===== src/rtl/vfd_pkg.sv =====
package vfd_pkg;

   localparam int NUM_GATES   = 10;
   localparam int NUM_LEDS    = 6;
   localparam int ROW_W       = (NUM_GATES > 1) ? $clog2(NUM_GATES) : 1;
   localparam int SEG_W       = 16;
   localparam int WORD_W      = 32;
   localparam int GATE_W      = 4;
   localparam int GLYPH_COUNT = 24;

   typedef enum logic [2:0] {
      REQ_SCAN  = 3'd0,
      REQ_BIT   = 3'd1,
      REQ_DIGIT = 3'd2,
      REQ_LED   = 3'd3,
      REQ_FILL  = 3'd4
   } vfd_req_code_type;

   typedef struct packed {
      logic [2:0] req_type;
      logic [3:0] gate_row;
      logic [3:0] seg_column;
      logic [2:0] digit_pos;
      logic [4:0] digit_code;
      logic [2:0] led_index;
      logic       bit_value;
   } vfd_req_type;

   typedef struct packed {
      logic [WORD_W-1:0] shift_word;
      logic [GATE_W-1:0] scan_gate;
   } vfd_rsp_type;

   typedef struct packed {
      logic             en;
      logic [ROW_W-1:0] addr;
      logic [SEG_W-1:0] data;
   } vfd_wr_type;

   typedef struct packed {
      logic [SEG_W-1:0]  new_row;
      logic [WORD_W-1:0] word;
   } vfd_alu_type;

   function automatic logic [7:0] vfd_glyph(input logic [4:0] code);
      logic [7:0] g;
      case (code)
         5'd0:    g = 8'h88;
         5'd1:    g = 8'hDD;
         5'd2:    g = 8'hA4;
         5'd3:    g = 8'h94;
         5'd4:    g = 8'hD1;
         5'd5:    g = 8'h92;
         5'd6:    g = 8'h82;
         5'd7:    g = 8'hDC;
         5'd8:    g = 8'h80;
         5'd9:    g = 8'h90;
         5'd10:   g = 8'hC0;
         5'd11:   g = 8'h83;
         5'd12:   g = 8'hAA;
         5'd13:   g = 8'h85;
         5'd14:   g = 8'hA2;
         5'd15:   g = 8'hE2;
         5'd16:   g = 8'hC1;
         5'd17:   g = 8'hAB;
         5'd18:   g = 8'hC8;
         5'd19:   g = 8'h89;
         5'd20:   g = 8'hE0;
         5'd21:   g = 8'h87;
         5'd22:   g = 8'hF7;
         5'd23:   g = 8'hFF;
         default: g = 8'hFF;
      endcase
      return g;
   endfunction

endpackage


===== src/rtl/vfd_scan_frame_controller.sv =====
// scan item: busy in the read state, which registers the result strobe
// in-range bit and digit items: busy in the read state (frame store read, then row write)
// fill item: busy while every row is written, one row written per cycle
// led and ignored items: no busy cycle; no new item, scan or other, is taken while busy
// synchronous reset: frame reads all ones, leds zero, gate zero
// results are strobed for one cycle; the receiver cannot stall
module vfd_scan_frame_controller import vfd_pkg::*; (
   input  logic        clock,
   input  logic        reset,
   input  logic        start,
   input  vfd_req_type req_item,
   output logic        busy,
   output logic        rsp_strobe,
   output vfd_rsp_type rsp_item
);

   typedef enum logic [2:0] {
      ST_IDLE = 3'b001,
      ST_READ = 3'b010,
      ST_FILL = 3'b100
   } vfd_state_type;

   vfd_state_type       state_ff, state_in;
   vfd_req_type         item_ff, item_in;
   logic [ROW_W-1:0]    addr_ff, addr_in;
   logic [GATE_W-1:0]   gate_ff, gate_in;
   logic [NUM_LEDS-1:0] led_ff, led_in;
   logic                rsp_strobe_ff, rsp_strobe_in;
   vfd_rsp_type         rsp_ff, rsp_in;

   logic                rd_en;
   logic [ROW_W-1:0]    rd_addr;
   logic [SEG_W-1:0]    rd_data;
   vfd_wr_type          wr;
   vfd_alu_type         alu_res;
   logic [4:0]          digit_row;

   vfd_frame_ram u_ram (
      .clock   (clock),
      .reset   (reset),
      .rd_en   (rd_en),
      .rd_addr (rd_addr),
      .wr      (wr),
      .rd_data (rd_data)
   );

   vfd_row_alu u_alu (
      .item     (item_ff),
      .row_data (rd_data),
      .gate     (gate_ff),
      .leds     (led_ff),
      .res      (alu_res)
   );

   assign digit_row = 5'(req_item.digit_pos) + 5'd2;

   always_comb begin
      state_in      = state_ff;
      item_in       = item_ff;
      addr_in       = addr_ff;
      gate_in       = gate_ff;
      led_in        = led_ff;
      rsp_strobe_in = 1'b0;
      rsp_in        = rsp_ff;
      rd_en         = 1'b0;
      rd_addr       = gate_ff[ROW_W-1:0];
      wr            = '0;
      case (state_ff)
         ST_IDLE: begin
            if (start) begin
               item_in = req_item;
               case (req_item.req_type)
                  REQ_SCAN: begin
                     rd_en    = 1'b1;
                     state_in = ST_READ;
                  end
                  REQ_BIT: begin
                     if (5'(req_item.gate_row) < 5'(NUM_GATES)) begin
                        rd_en    = 1'b1;
                        rd_addr  = req_item.gate_row[ROW_W-1:0];
                        state_in = ST_READ;
                     end
                  end
                  REQ_DIGIT: begin
                     if (digit_row < 5'(NUM_GATES) &&
                         req_item.digit_code < 5'(GLYPH_COUNT)) begin
                        rd_en    = 1'b1;
                        rd_addr  = digit_row[ROW_W-1:0];
                        state_in = ST_READ;
                     end
                  end
                  REQ_LED: begin
                     for (int i = 0; i < NUM_LEDS; i++) begin
                        if (4'(req_item.led_index) == 4'(i)) begin
                           led_in[i] = req_item.bit_value;
                        end
                     end
                  end
                  REQ_FILL: begin
                     led_in   = {NUM_LEDS{req_item.bit_value}};
                     rd_addr  = '0;
                     state_in = ST_FILL;
                  end
                  default: ;
               endcase
               addr_in = rd_addr;
            end
         end
         ST_READ: begin
            if (item_ff.req_type == REQ_SCAN) begin
               rsp_strobe_in       = 1'b1;
               rsp_in.shift_word   = alu_res.word;
               rsp_in.scan_gate    = gate_ff;
               gate_in = (gate_ff == GATE_W'(NUM_GATES - 1)) ? '0 : gate_ff + 1'b1;
            end else begin
               wr.en   = 1'b1;
               wr.addr = addr_ff;
               wr.data = alu_res.new_row;
            end
            state_in = ST_IDLE;
         end
         ST_FILL: begin
            wr.en   = 1'b1;
            wr.addr = addr_ff;
            wr.data = alu_res.new_row;
            addr_in = addr_ff + 1'b1;
            if (addr_ff == ROW_W'(NUM_GATES - 1)) begin
               state_in = ST_IDLE;
            end
         end
         default: state_in = ST_IDLE;
      endcase
   end

   always_ff @(posedge clock) begin
      if (reset) begin
         state_ff      <= ST_IDLE;
         gate_ff       <= '0;
         led_ff        <= '0;
         rsp_strobe_ff <= 1'b0;
      end else begin
         state_ff      <= state_in;
         gate_ff       <= gate_in;
         led_ff        <= led_in;
         rsp_strobe_ff <= rsp_strobe_in;
      end
   end

   always_ff @(posedge clock) begin
      item_ff <= item_in;
      addr_ff <= addr_in;
      rsp_ff  <= rsp_in;
   end

   assign busy       = (state_ff != ST_IDLE);
   assign rsp_strobe = rsp_strobe_ff;
   assign rsp_item   = rsp_ff;

endmodule


===== src/rtl/vfd_frame_ram.sv =====
module vfd_frame_ram import vfd_pkg::*; (
   input  logic             clock,
   input  logic             reset,
   input  logic             rd_en,
   input  logic [ROW_W-1:0] rd_addr,
   input  vfd_wr_type       wr,
   output logic [SEG_W-1:0] rd_data
);

   logic [SEG_W-1:0]     frame_mem [NUM_GATES];
   logic [NUM_GATES-1:0] valid_ff;
   logic [NUM_GATES-1:0] valid_in;
   logic [SEG_W-1:0]     rd_data_ff;
   logic                 rd_valid_ff;

   // rows never written read as all ones (segments off)
   assign valid_in = valid_ff | (wr.en ? (NUM_GATES'(1) << wr.addr) : '0);
   assign rd_data  = rd_valid_ff ? rd_data_ff : '1;

   always_ff @(posedge clock) begin
      if (wr.en) begin
         frame_mem[wr.addr] <= wr.data;
      end
   end

   always_ff @(posedge clock) begin
      if (rd_en) begin
         rd_data_ff  <= frame_mem[rd_addr];
         rd_valid_ff <= valid_ff[rd_addr];
      end
   end

   always_ff @(posedge clock) begin
      if (reset) begin
         valid_ff <= '0;
      end else begin
         valid_ff <= valid_in;
      end
   end

endmodule


===== src/rtl/vfd_row_alu.sv =====
module vfd_row_alu import vfd_pkg::*; (
   input  vfd_req_type         item,
   input  logic [SEG_W-1:0]    row_data,
   input  logic [GATE_W-1:0]   gate,
   input  logic [NUM_LEDS-1:0] leds,
   output vfd_alu_type         res
);

   always_comb begin
      logic [63:0]      w;
      logic [7:0]       g;
      logic [SEG_W-1:0] nr;
      nr = row_data;
      g  = vfd_glyph(item.digit_code);
      case (item.req_type)
         REQ_BIT:   nr[item.seg_column] = item.bit_value;
         REQ_DIGIT: nr[7:1] = g[6:0];
         REQ_FILL:  nr = {SEG_W{~item.bit_value}};
         default:   nr = row_data;
      endcase
      // scan word: row, active-low gate select, then leds
      w = 64'(row_data);
      for (int i = 0; i < NUM_GATES; i++) begin
         w[SEG_W + i] = (GATE_W'(i) != gate);
      end
      w = w | (64'(leds) << (SEG_W + NUM_GATES));
      res.new_row = nr;
      res.word    = w[WORD_W-1:0];
   end

endmodule


===== config.mk =====
export PLATFORM = sky130hd
export DESIGN_NAME = vfd_scan_frame_controller
export DESIGN_NICKNAME = d
export VERILOG_FILES = /design/src/rtl/vfd_pkg.sv /design/src/rtl/vfd_scan_frame_controller.sv /design/src/rtl/vfd_frame_ram.sv /design/src/rtl/vfd_row_alu.sv
export SDC_FILE = /design/constraint.sdc
export NUM_CORES = 1
export LEC_CHECK = 0
export BUFFER_PORTS_ARGS = -buffer_cell sky130_fd_sc_hd__buf_2
export CELL_PAD_IN_SITES_DETAIL_PLACEMENT = 1
export CELL_PAD_IN_SITES_GLOBAL_PLACEMENT = 1
export CORE_MARGIN = 10
export CORE_UTILIZATION = 45
export CTS_CLUSTER_DIAMETER = 120
export DETAILED_ROUTE_END_ITERATION = 10
export PLACE_DENSITY_LB_ADDON = 0.1
export SYNTH_ARGS = -nofsm -noshare
export SYNTH_HDL_FRONTEND = slang
export SYNTH_SLANG_ARGS = --single-unit

===== constraint.sdc =====
create_clock -name clock -period 5.46 [get_ports clock]
set_input_delay 1.092 -clock clock [delete_from_list [all_inputs] [get_ports clock]]
set_output_delay 1.092 -clock clock [all_outputs]
set_load 0.05 [all_outputs]

==> summary.txt <==
status -> completed
H-tree depth -> 1
RSZ-0062 raised after global routing -> no
#FFs+latches synth -> 261
Crit. End Element -> flip-flop
hold depth -> 0
clock insertion delay at the later pin of the skew report -> 540 ps
Non-Filler Instances -> 1,294
worst path arrival time -> 4230 ps
post-synthesis cell type count -> 64
worst r2r src -> state_ff[2]$_SDFFE_PP0P_
Hold Crit Start -> led_ff[0]$_SDFFE_PP0P_
layout cells sized above 1 -> 0.1556
warnings from Yosys -> 0
internal reg-to-reg setup slack -> 1770 ps
syn_nets -> 915
Sequential Area -> 7527 um^2
Via density -> 5.718
vias in the first global route -> 7,657
Worst-Margin Slew -> 1145 ps
placed cells -> 1,246
final hold slack -> 441.2 ps
number of core rows -> 58
Chip Height -> 179.0 um
# DRC -> 0
Sum Neg Setup Slack -> 0 ps
final core utilization -> 0.5177
DP HPWL -> 18,820 um
Lkg Pwr -> 4.841 nW
vias after detailed routing -> 7,399
Clock Tree Buf Depth -> 3
hold buffer count at cts -> 0
Slew Limit Fails -> 0
largest net degree at the start of global routing -> 54
Critical Path RT -> 5760 ps
Synth Area in Adders -> 0.01209
Worst Hold End -> rsp_item[30]$_DFFE_PP_
endpoints failing hold -> 0
Async S/R FF share, synth -> 0
synthesized area -> 11,380 um^2
CTS tree -> yes
routed len/inst -> 23.13 um
GRT overflow -> 0
die width -> 179.0 um
CP cell instances -> buf_2, nand4bb_1, clkinv_1, o31ai_1, a22o_1, nand2b_1, o21bai_1, and4_1
setup bufs post-CTS -> 0
fin crit share -> 0.7206
initial DRC count -> 486
Max Cap Viol -> 0
initial antenna violation count -> 0
Fin Clk Skew -> 16.01 ps
Post-synth top flop -> edfxtp_1
drt first pass iters -> 4
gpl congestion -> 0.8210
Synth Area in Compound Gates -> 0.08718
global-route wire length before repair -> 46,020 um
Num Clock Sinks -> 261
Syn Area/Cell -> 12.96 um^2
Starting Density -> 0.4546
power per standard cell area -> 331.5 nW/um^2
fin crit period -> 3935 ps
XOR/XNOR share of the synthesized area -> 0.003078
top-level I/O count -> 64
mux share of post-synthesis cell area -> 0.07069
Syn Inst Count -> 878
die area -> 32,050 um^2
multi-input logic area -> 3652 um^2
port buffer count -> 63
fill count -> 2,537
EDFF count, synth -> 230
CTS Buf Count -> 26
Layout Area Growth over Synthesis -> 13.89%
Post-DRT Antenna Nets -> 0
CTS Root Cell -> clkbuf_16
Max rail drop VDD -> 0.2539 mV
main combinational cell family by area after synthesis -> simple AND/OR/NAND/NOR gates
All-Layer GR Usage -> 0.1875
Crit Path Max Fanout -> 16
Simple-Gate Fraction of Synth Area -> 0.1418
Antenna diodes -> 0
min-delay worst type -> flip-flop to flip-flop
sequential area share after synthesis -> 0.6614
Worst Path Class, Setup -> primary input to flip-flop
crit start category -> primary input
nets@finish -> 981
Final setup viols -> 0
Largest stage delay, worst path -> 640 ps
Core Box Area -> 25,040 um^2
drt total wl -> 29,940 um
critical path's slowest cell -> nand2b_1
slew margin rel. -> 0.2354
Worst-path clk slew -> 60 ps
R2R depth -> 7
reg2reg end -> u_ram.rd_data_ff[14]$_DFFE_PP_
maximum operating frequency -> 254.2 MHz
post-CTS sizing -> 0
## layout make-up
cell class	instances	share of cell area
multi-input combinational	562	0.2818
sequential	261	0.5808
timing repair buffer	82	0.03630
clock buffer	32	0.05348
tap	330	0.03186
inverter	11	0.003186
clock inverter	16	0.01265
## flip-flops by register name (all words and copies together) (netlist names), named ones only
name,count
rsp_item,36
u_ram.frame_mem,160
gate_ff,4
u_ram.rd_data_ff,16
item_ff,13
rsp_strobe,1
addr_ff,4
state_ff,3
u_ram.rd_valid_ff,1
led_ff,6
u_ram.valid_ff,10
## worst max path at each step
stage,from,endpoint,slack [ps]
CTS,start,u_ram.rd_data_ff[14]$_DFFE_PP_,1500
finish,start,u_ram.rd_data_ff[14]$_DFFE_PP_,1530
global placement,req_item[10],u_ram.rd_data_ff[14]$_DFFE_PP_,1070
global route,start,u_ram.rd_data_ff[14]$_DFFE_PP_,1350
floorplan,item_ff[21]$_DFFE_PP_,gate_ff[3]$_SDFFE_PP0P_,1660
detailed placement,start,u_ram.rd_data_ff[14]$_DFFE_PP_,910
## critical path: cells and delay by family
family | cells | cell delay (ps)
buffers and inverters | 2 | 640
and+or+nand+nor | 3 | 1210
AOI/OAI and AO/OA | 3 | 1290
## logic make-up after synthesis
family / after synthesis
multiplexers: 80
adder cells (fa/ha/maj): 11
AO/OA/AOI/OAI: 131
buffers and inverters: 55
AND/OR/NAND/NOR: 336
XOR/XNOR: 4
flip-flops: 261
## synthesized netlist by cell type, types with 4 or more instances
library cell,number,area [um^2]
buf_6,4,45.04
nand2b_1,30,187.7
clkbuf_1,21,78.83
edfxtp_1,230,6907
nand2_1,125,469.2
ha_1,11,137.6
a211oi_1,6,45.04
nor3_1,15,75.07
nor3b_1,4,30.03
nand4_1,15,93.84
nor4_1,7,43.79
nor2b_1,8,50.05
dfxtp_1,31,620.6
o221a_2,7,78.83
a21oi_1,34,170.2
buf_4,4,30.03
inv_1,10,37.54
o211a_1,9,90.09
o21ai_0,23,115.1
mux2i_1,77,770.7
o2111a_1,15,168.9
nor2_1,70,262.8
buf_2,15,75.07
nand3b_1,4,30.03
nand3_1,40,200.2
## power by group
group / switching, mW / total, mW / internal, mW / leakage [nW]
Combinational: 0.195 / 0.294 / 0.0993 / 2.06
Clock: 0.735 / 1.78 / 1.04 / 0.416
Sequential: 0.0295 / 2.22 / 2.19 / 2.36
## layout by cell type (no fill, tap or decap), drive strengths merged, types with 5 or more instances in the layout
cell type / count
nand2b: 30
ha: 11
o2111a: 15
a21oi: 34
dfxtp: 31
nor2b: 8
nor3b: 5
mux2i: 77
nand3: 40
nor4: 8
nor3: 16
inv: 10
nor2: 72
o211a: 9
o221a: 7
a211oi: 6
edfxtp: 230
nand2: 125
clkinv: 13
o21ai: 23
nand4: 15
clkbuf: 32
buf: 82
## per-layer routing
layer  global-route usage  wire length [um]  up-vias  share of wire
li1                     -                 -     3419              -
met1               0.2552             13530     3784           0.45
met2               0.3154             14520      165           0.49
met3              0.02527              1507       31          0.050
met4              0.03617               376        0          0.013
met5                    0                 0        -              0
## stage by stage
step / instance area (um^2) / setup WS [ps] / power (mW)
floorplan: 11390 / 1658 / 2.456
global placement: 12100 / 1075 / 2.546
CTS: 12960 / 1504 / 4.333
global route: 12960 / 1355 / 4.447
detailed placement: 12100 / 914.1 / 2.558
finish: 12960 / 1525 / 4.296
(Power assumes the default switching activity.)
